`src/hw/rtl/assert_macros.svh`:
```
// Assertion macros used by the RTL of the SHA-256 stream hasher.
`ifndef ASSERT_MACROS_SVH
`define ASSERT_MACROS_SVH

// Clocked check that is switched off while reset is held.
`define ASSERT_CLK(lbl, prop, msg) \
  lbl: assert property (@(posedge clk) disable iff (rst) (prop)) else $error(msg);

// Clocked check that also holds while reset is held.
`define ASSERT_ALWAYS(lbl, prop, msg) \
  lbl: assert property (@(posedge clk) (prop)) else $error(msg);

`endif

```
`src/hw/rtl/sha256s_pkg.sv`:
```
// Package with the types, codes and constant tables of the SHA-256 stream hasher.
`default_nettype none

package sha256s_pkg;

  // Command codes carried on the input tuser.
  localparam logic CMD_APPEND = 1'b0;
  localparam logic CMD_FINISH = 1'b1;

  localparam int BLOCK_BYTES  = 64;
  localparam int ROUNDS       = 64;
  localparam int LEN_POS      = 56;  // first byte of the length field in the last block
  localparam logic [7:0] PAD_MARK = 8'h80;

  typedef enum logic [2:0] {
    ST_IDLE,
    ST_PAD,
    ST_ROUND,
    ST_FINAL,
    ST_EMIT
  } state_t;

  typedef logic [31:0] word_t;

  localparam word_t K_TABLE [ROUNDS] = '{
    32'h428a2f98, 32'h71374491, 32'hb5c0fbcf, 32'he9b5dba5,
    32'h3956c25b, 32'h59f111f1, 32'h923f82a4, 32'hab1c5ed5,
    32'hd807aa98, 32'h12835b01, 32'h243185be, 32'h550c7dc3,
    32'h72be5d74, 32'h80deb1fe, 32'h9bdc06a7, 32'hc19bf174,
    32'he49b69c1, 32'hefbe4786, 32'h0fc19dc6, 32'h240ca1cc,
    32'h2de92c6f, 32'h4a7484aa, 32'h5cb0a9dc, 32'h76f988da,
    32'h983e5152, 32'ha831c66d, 32'hb00327c8, 32'hbf597fc7,
    32'hc6e00bf3, 32'hd5a79147, 32'h06ca6351, 32'h14292967,
    32'h27b70a85, 32'h2e1b2138, 32'h4d2c6dfc, 32'h53380d13,
    32'h650a7354, 32'h766a0abb, 32'h81c2c92e, 32'h92722c85,
    32'ha2bfe8a1, 32'ha81a664b, 32'hc24b8b70, 32'hc76c51a3,
    32'hd192e819, 32'hd6990624, 32'hf40e3585, 32'h106aa070,
    32'h19a4c116, 32'h1e376c08, 32'h2748774c, 32'h34b0bcb5,
    32'h391c0cb3, 32'h4ed8aa4a, 32'h5b9cca4f, 32'h682e6ff3,
    32'h748f82ee, 32'h78a5636f, 32'h84c87814, 32'h8cc70208,
    32'h90befffa, 32'ha4506ceb, 32'hbef9a3f7, 32'hc67178f2
  };

  localparam word_t H0_TABLE [8] = '{
    32'h6a09e667, 32'hbb67ae85, 32'h3c6ef372, 32'ha54ff53a,
    32'h510e527f, 32'h9b05688c, 32'h1f83d9ab, 32'h5be0cd19
  };

  function automatic word_t rotr(input word_t x, input int n);
    rotr = (x >> n) | (x << (32 - n));
  endfunction

  function automatic word_t big_sigma0(input word_t x);
    big_sigma0 = rotr(x, 2) ^ rotr(x, 13) ^ rotr(x, 22);
  endfunction

  function automatic word_t big_sigma1(input word_t x);
    big_sigma1 = rotr(x, 6) ^ rotr(x, 11) ^ rotr(x, 25);
  endfunction

  function automatic word_t small_sigma0(input word_t x);
    small_sigma0 = rotr(x, 7) ^ rotr(x, 18) ^ (x >> 3);
  endfunction

  function automatic word_t small_sigma1(input word_t x);
    small_sigma1 = rotr(x, 17) ^ rotr(x, 19) ^ (x >> 10);
  endfunction

endpackage

`default_nettype wire

```
`src/hw/rtl/sha256_stream_hasher.sv`:
```
// Top level of the SHA-256 stream hasher: byte intake, padding, round unit and digest output.
`default_nettype none

// SHA-256 hasher fed one message byte per input beat. A beat with tuser at the
// append code carries a byte in tdata; a beat with tuser at the finish code
// closes the message, and the block then sends the eight digest words, most
// significant word first, each with its index, tlast on the eighth and the
// sticky length-error flag in tuser, after which it is ready for a new
// message. Every 64th byte fills the block and starts a compression: 64
// rounds, then the chaining add. A finish shifts in padding bytes up to
// the end of the block, runs one or two compressions (two when 56 or more
// bytes already sit in the block), and then sends the eight output beats
// at the pace the receiver sets. The single round unit does one SHA-256
// round per cycle, and the block shift register takes one byte per cycle
// during padding and, while appending, whenever the sender offers a byte.
// The input is not ready while a compression, padding or digest output is
// under way. Bytes appended once 2^61-1 bytes have been taken are dropped
// and flag a length error that is reported with the digest and then cleared.
module sha256_stream_hasher import sha256s_pkg::*; (
  input  wire logic        clk,
  input  wire logic        rst,
  input  wire logic        s_tvalid,
  output logic             s_tready,
  input  wire logic [7:0]  s_tdata,   // [7:0] data_byte
  input  wire logic        s_tuser,   // [0] command
  output logic             m_tvalid,
  input  wire logic        m_tready,
  output logic [39:0]      m_tdata,   // [31:0] digest_word, [34:32] word_index, rest zero
  output logic             m_tuser,   // [0] length_error
  output logic             m_tlast    // last digest word
);

  `include "assert_macros.svh"

  state_t       state, state_next;

  // Message block: sixteen 32-bit words, w[0] the oldest. Bytes shift in at
  // the bottom, and during the rounds it slides one word per round as the
  // message schedule window.
  word_t        w [16];
  word_t        v [8];      // working variables a to h
  word_t        chain [8];

  logic [5:0]   fill;       // bytes in the current block
  logic [60:0]  byte_count;
  logic         overflow;
  logic [5:0]   round;
  logic [2:0]   idx;        // digest word being sent
  logic         finishing;
  logic         mark_sent;
  logic         len_blk;    // current padding block carries the length field
  logic [63:0]  bit_len;

  logic         in_beat;
  logic         out_beat;
  logic         append_ok;
  logic [7:0]   pad_byte;
  word_t        t1, t2, w_new;

  assign in_beat   = s_tvalid && s_tready;
  assign out_beat  = m_tvalid && m_tready;
  assign append_ok = (s_tuser == CMD_APPEND) && !(&byte_count);

  // Padding bytes: the marker first, then zeros, with the big-endian bit
  // length filling the last eight bytes of the final block.
  always_comb begin
    if (!mark_sent) begin
      pad_byte = PAD_MARK;
    end else if (len_blk && (fill >= 6'(LEN_POS))) begin
      pad_byte = bit_len[{~fill[2:0], 3'b000} +: 8];
    end else begin
      pad_byte = 8'h00;
    end
  end

  // The shared round unit and the schedule expansion.
  always_comb begin
    t1 = v[7] + big_sigma1(v[4]) + ((v[4] & v[5]) ^ (~v[4] & v[6]))
       + K_TABLE[round] + w[0];
    t2 = big_sigma0(v[0]) + ((v[0] & v[1]) ^ (v[0] & v[2]) ^ (v[1] & v[2]));
    w_new = small_sigma1(w[14]) + w[9] + small_sigma0(w[1]) + w[0];
  end

  // Next state.
  always_comb begin
    state_next = state;
    unique case (state)
      ST_IDLE: begin
        if (in_beat) begin
          if (s_tuser == CMD_FINISH) begin
            state_next = ST_PAD;
          end else if (append_ok && (fill == 6'(BLOCK_BYTES - 1))) begin
            state_next = ST_ROUND;
          end
        end
      end
      ST_PAD: begin
        if (fill == 6'(BLOCK_BYTES - 1)) begin
          state_next = ST_ROUND;
        end
      end
      ST_ROUND: begin
        if (round == 6'(ROUNDS - 1)) begin
          state_next = ST_FINAL;
        end
      end
      ST_FINAL: begin
        if (finishing && !len_blk) begin
          state_next = ST_PAD;
        end else if (finishing) begin
          state_next = ST_EMIT;
        end else begin
          state_next = ST_IDLE;
        end
      end
      ST_EMIT: begin
        if (m_tready && (idx == 3'd7)) begin
          state_next = ST_IDLE;
        end
      end
      default: state_next = ST_IDLE;
    endcase
  end

  // Port outputs.
  always_comb begin
    s_tready = (state == ST_IDLE);
    m_tvalid = (state == ST_EMIT);
    m_tdata  = {5'b0, idx, chain[idx]};
    m_tuser  = overflow;
    m_tlast  = (idx == 3'd7);
  end

  always_ff @(posedge clk) begin
    if (rst) begin
      state      <= ST_IDLE;
      fill       <= '0;
      byte_count <= '0;
      overflow   <= 1'b0;
      round      <= '0;
      idx        <= '0;
      finishing  <= 1'b0;
      mark_sent  <= 1'b0;
      len_blk    <= 1'b0;
      for (int i = 0; i < 8; i++) begin
        chain[i] <= H0_TABLE[i];
      end
    end else begin
      state <= state_next;
      unique case (state)
        ST_IDLE: begin
          if (in_beat) begin
            if (s_tuser == CMD_FINISH) begin
              bit_len   <= {byte_count, 3'b000};
              finishing <= 1'b1;
              mark_sent <= 1'b0;
              len_blk   <= (fill < 6'(LEN_POS));
            end else if (append_ok) begin
              for (int i = 0; i < 15; i++) begin
                w[i] <= {w[i][23:0], w[i+1][31:24]};
              end
              w[15]      <= {w[15][23:0], s_tdata};
              fill       <= fill + 6'd1;
              byte_count <= byte_count + 61'd1;
              if (fill == 6'(BLOCK_BYTES - 1)) begin
                round <= '0;
                for (int i = 0; i < 8; i++) begin
                  v[i] <= chain[i];
                end
              end
            end else begin
              overflow <= 1'b1;
            end
          end
        end
        ST_PAD: begin
          for (int i = 0; i < 15; i++) begin
            w[i] <= {w[i][23:0], w[i+1][31:24]};
          end
          w[15]     <= {w[15][23:0], pad_byte};
          fill      <= fill + 6'd1;
          mark_sent <= 1'b1;
          if (fill == 6'(BLOCK_BYTES - 1)) begin
            round <= '0;
            for (int i = 0; i < 8; i++) begin
              v[i] <= chain[i];
            end
          end
        end
        ST_ROUND: begin
          for (int i = 0; i < 15; i++) begin
            w[i] <= w[i+1];
          end
          w[15] <= w_new;
          v[0]  <= t1 + t2;
          v[1]  <= v[0];
          v[2]  <= v[1];
          v[3]  <= v[2];
          v[4]  <= v[3] + t1;
          v[5]  <= v[4];
          v[6]  <= v[5];
          v[7]  <= v[6];
          round <= round + 6'd1;
        end
        ST_FINAL: begin
          for (int i = 0; i < 8; i++) begin
            chain[i] <= chain[i] + v[i];
          end
          if (finishing) begin
            len_blk <= 1'b1;
            idx     <= '0;
          end
        end
        ST_EMIT: begin
          if (m_tready) begin
            idx <= idx + 3'd1;
            if (idx == 3'd7) begin
              // Message closed: back to the initial hash state.
              fill       <= '0;
              byte_count <= '0;
              overflow   <= 1'b0;
              finishing  <= 1'b0;
              mark_sent  <= 1'b0;
              len_blk    <= 1'b0;
              for (int i = 0; i < 8; i++) begin
                chain[i] <= H0_TABLE[i];
              end
            end
          end
        end
        default: ;
      endcase
    end
  end

  `ASSERT_CLK(a_no_overlap, !(s_tready && m_tvalid), "input ready while digest is sent")
  `ASSERT_CLK(a_round_idle, (state != ST_ROUND) |-> (round == 6'd0), "round counter left running")
  `ASSERT_CLK(a_restart, (out_beat && m_tlast) |=> (s_tready && (byte_count == 61'd0) && !overflow), "no restart after digest")
  `ASSERT_CLK(a_drop, (in_beat && (s_tuser == CMD_APPEND) && (&byte_count)) |=> (overflow && $stable(byte_count)), "byte past the length limit not dropped")

endmodule

`default_nettype wire

```
`config.mk`:
```
export PLATFORM = sky130hd
export DESIGN_NAME = sha256_stream_hasher
export DESIGN_NICKNAME = d
export VERILOG_FILES = /design/src/hw/rtl/sha256s_pkg.sv /design/src/hw/rtl/sha256_stream_hasher.sv
export VERILOG_INCLUDE_DIRS = /design/src /design/src/hw/rtl
export SDC_FILE = /design/constraint.sdc
export NUM_CORES = 2
export LEC_CHECK = 0
export ABC_AREA = 1
export ABC_CLOCK_PERIOD_IN_PS = 7900
export BUFFER_PORTS_ARGS = -buffer_cell sky130_fd_sc_hd__buf_2
export CORE_MARGIN = 10
export CORE_UTILIZATION = 55
export DETAILED_ROUTE_END_ITERATION = 7
export PLACE_DENSITY_LB_ADDON = 0.1
export SETUP_SLACK_MARGIN = 0.4
export SLEW_MARGIN = 15
export SYNTH_ARGS = -nofsm -noshare
export SYNTH_HDL_FRONTEND = slang
export SYNTH_SLANG_ARGS = --single-unit
```
`constraint.sdc`:
```
create_clock -name clk -period 7.9 [get_ports clk]
set_input_delay 0 -clock clk [delete_from_list [all_inputs] [get_ports clk]]
set_output_delay 0 -clock clk [all_outputs]
set_load 0.05 [all_outputs]
```
==> metrics.md <==
| Metric | Value |
|---|---|
| Port Buffer Count | 51 |
| Synth Area in Adders | 10.6% |
| Final worst slack | 0.507 ns |
| Mux cell area share after synthesis | 0.238% |
| Clk Latency, worst-skew pair | 0.83 ns |
| Grt met3 use | 10.2% |
| Max stage delay on crit path | 0.56 ns |
| Share of the synthesized area in the top cell type | 34.4% |
| Warnings from Yosys | 0 |
| Vias in the first global route | 74.7k |
| DR vias/cell | 6.16 |
| Proportion of power drawn by combinational gates | 22.8% |
| Largest cells by area after synthesis | edfxtp_1, nand2_1, o21ai_0 |
| Remaining DRCs | 4 |
| Sw Ratio | 32.9% |
| Final Skew | 0.0718 ns |
| Post-synthesis cell count | 10.8k |
| Pint | 11.7 mW |
| Max Slew Vio Count | 0 |
| Crit. End Element | flop |
| Rows | 143 |
| Max-cap violations | 0 |
| H-tree levels | 4 |
| Area Growth Syn to Fin | 10.5% |
| Slew headroom | 6.32% |
| Post-synth EDFFs | 957 |
| Post-Route WL | 337,000 um |
| Post-layout min period | 7.39 ns |
| Area of the multi-input gates | 0.0450 mm^2 |
| Fmax | 135 MHz |
| Storage cell area | 0.0330 mm^2 |
| Starting density of the core | 55.2% |
| Initial antenna violation count | 13 |
| P_sw | 5.73 mW |
| Slew @ Worst Pin | 1.41 ns |
| Setup_tns | 0 ns |
| Fillcell total | 13.4k |
| Final #Nets | 11.4k |
| Setup Viol. Count Final | 0 |
| Share of cells above drive strength 1 | 7.52% |
| CP max FO | 12 |
| First-pass GRT wire length | 487,000 um |
| Synth Area in Compound Gates | 15.6% |
| Yosys reg bits | 1,171 |
| Max IR drop VDD | 0.000216 V |
| CTS tree | yes |
| Unique masters post-synth | 70 |
| Clock power frac | 36.5% |
| Pre-CTS WS | -0.0363 ns |
| Sequential Power Share | 40.7% |
| Via count | 79.7k |
| Data required time at the worst endpoint | 8.56 ns |
| Slowest CP cell | fa_2 |
| Worst EP arrival | 8.05 ns |
| Dpl hpwl | 256,000 um |
| Outcome | complete, but fails checks |
| GRT overflow | 0 |
| Combinational family with the most area after synthesis | simple AND/OR/NAND/NOR gates |
| R2r setup slk | 0.51 ns |
| Clk slew on worst S/H paths | 0.06 ns |
| RSZ-0062 raised after global routing | no |
| Clock root buffer master | clkbuf_16 |
| Final hold viol count | 0 |
| Die area | 0.168 mm^2 |
| Initial detailed-routing violation count | 12.1k |
| Avg Inst Size Synth | 7.78 um^2 |
| Maximum clock insertion buffer count | 3 |
| Biggest area consumer among synthesized cells | edfxtp_1 |
| Netlist Area Pre-Place | 0.0837 mm^2 |
| Post-synth top flop | edfxtp_1 |
| Core box area | 0.152 mm^2 |
| Sink Count | 1,171 |
| Die X | 410 um |
| Startpoint class of the critical path | flop |
| GRT met2 Usage | 57.0% |
| Post-synthesis sequential area ratio | 39.5% |
| Xor/xnor share of the synthesized area | 4.53% |
| Gr usage total | 38.5% |
| Die Y | 410 um |
| Asr flop ratio synth | 0% |
| Final Wtd Congestion | 1.08 |
| Global routing's busiest layer | met2 |
| DR WL/cell | 26.0 um |
| GR Util met1 | 51.5% |
| Final ANT Viol Nets | 0 |
| DRT Pass-1 Iters | 8 |
| Synth Area in Simple Gates | 21.7% |
| Post-Route Utilization | 61.0% |
| Leakage | 39.4 nW |
| Fin crit share | 93.6% |
| Failing checks | DRC |
| Hold/Removal Path Class | in -> reg |
| Cell Pwr Density | 188 mW/mm^2 |
| Largest net degree at the start of global routing | 280 |
| Setup CP Type | reg -> reg |
| IO Count | 57 |
| Total CTS buffers | 134 |
==> placed cells by master (no fill, tap or decap), types with 13 or more instances in the layout <==
master,instances
a21boi_0,32
a21o_1,55
a21oi_1,800
a21oi_2,39
a31oi_1,64
buf_12,13
buf_2,50
buf_4,234
clkbuf_1,27
clkbuf_16,137
clkinv_1,21
clkinv_2,17
clkinvlp_4,13
dfxtp_1,208
dlygate4sd3_1,21
edfxtp_1,957
fa_1,188
ha_1,367
ha_2,15
ha_4,16
inv_1,1242
inv_2,25
nand2_1,2949
nand2_2,40
nand3_1,433
nand3b_1,20
nand4_1,111
nor2_1,685
nor2_2,20
nor2_4,14
nor3_1,101
o211ai_1,62
o21a_1,32
o21ai_0,1045
o21ai_1,25
o21bai_1,82
o221ai_1,30
or2_2,38
xnor2_1,172
xor2_1,250
==> power by group through the flow <==
| stage | clock network (mW) | logic, mW | registers [mW] |
|---|---|---|---|
| 2_1_floorplan | 0 | 2.42 | 7.14 |
| 3_3_place_gp | 0 | 3.70 | 7.20 |
| 3_5_place_dp | 0 | 3.69 | 7.21 |
| 4_1_cts | 6.34 | 3.76 | 7.08 |
| 5_1_grt | 6.59 | 4.30 | 7.10 |
| 6_report | 6.35 | 3.98 | 7.09 |
==> Yosys cell counts, types with 195 or more instances <==
cell type,count
a21oi_1,821
clkbuf_1,334
dfxtp_1,214
edfxtp_1,957
fa_1,195
ha_1,398
inv_1,1263
nand2_1,2970
nand3_1,440
nor2_1,712
o21ai_0,1070
xor2_1,257
==> through the flow <==
step	cell area [um^2]	hold slack [ns]	instances	total power, mW
2_1_floorplan	83700	0.203	10800	9.56
4_1_cts	91500	0.0458	12900	17.2
6_report	92400	0.0765	12900	17.4
3_5_place_dp	86700	0.310	12600	10.9
3_3_place_gp	86700	0.301	12600	10.9
5_1_grt	92400	0.112	12900	18.0
==> layer usage <==
| metal | share of wire (%) | wire length [um] |
|---|---|---|
| met1 | 38 | 130000 |
| met2 | 42 | 142000 |
| met3 | 13 | 42900 |
| met4 | 6.5 | 21700 |
| met5 | 0.050 | 170 |
==> critical path: cells and delay by family, from the launching register on <==
kind / cells / cell delay [ns]
buffers and inverters: 10 / 1.19
DFF: 1 / 0.35
AOI/OAI and AO/OA: 7 / 1.44
and+or+nand+nor: 8 / 1.06
adders and majority gates: 7 / 2.75
xor gates and xnor gates: 2 / 0.47
==> logic make-up (layout without fill, tap and decap cells) <==
group / Yosys count / after routing
AOI/OAI and AO/OA: 2363 / 2363
xor gates and xnor gates: 433 / 433
adders and majority gates: 594 / 594
buffers and inverters: 1708 / 1849
DFF: 1171 / 1171
muxes: 19 / 19
other: 1 / 10
and+or+nand+nor: 4462 / 4462
==> cell type report <==
| type | instances | area share (%) |
|---|---|---|
| clock buffers | 172 | 3.94 |
| diodes | 5 | 0.0135 |
| multi-input cells | 7876 | 48.7 |
| well taps | 2030 | 2.75 |
| repair buffers | 325 | 2.77 |
| clock inverters | 70 | 0.872 |
| inverters | 1282 | 5.24 |
| flip-flops and latches | 1171 | 35.7 |
==> registers in the layout, indices dropped and copies added (netlist names), named ones only <==
name / cells
w: 512
chain: 256
v: 256
bit_len: 61
byte_count: 61
fill: 6
round: 6
idx: 3
state: 3
finishing: 1
len_blk: 1
m_tuser: 1
mark_sent: 1
==> timing repair <==
| action | 4_1_cts | 5_1_grt |
|---|---|---|
| gates resized for setup | 29 | 205 |
| endpoints found under the hold margin | 46 | 0 |
| buffers inserted | 8 | 12 |
| pin swaps | 6 | 32 |
| hold buffers | 21 | 0 |
| setup endpoints to repair | 28 | 37 |
==> worst paths after layout <==
check,to,start,depth (start not counted)
worst max register to register,v[0][13],round[0],34
worst min register to register,m_tuser,m_tuser,2
worst min-delay path,state[2],m_tready,5
worst max-delay path,v[0][13],round[0],34
(Power assumes the default switching activity.)
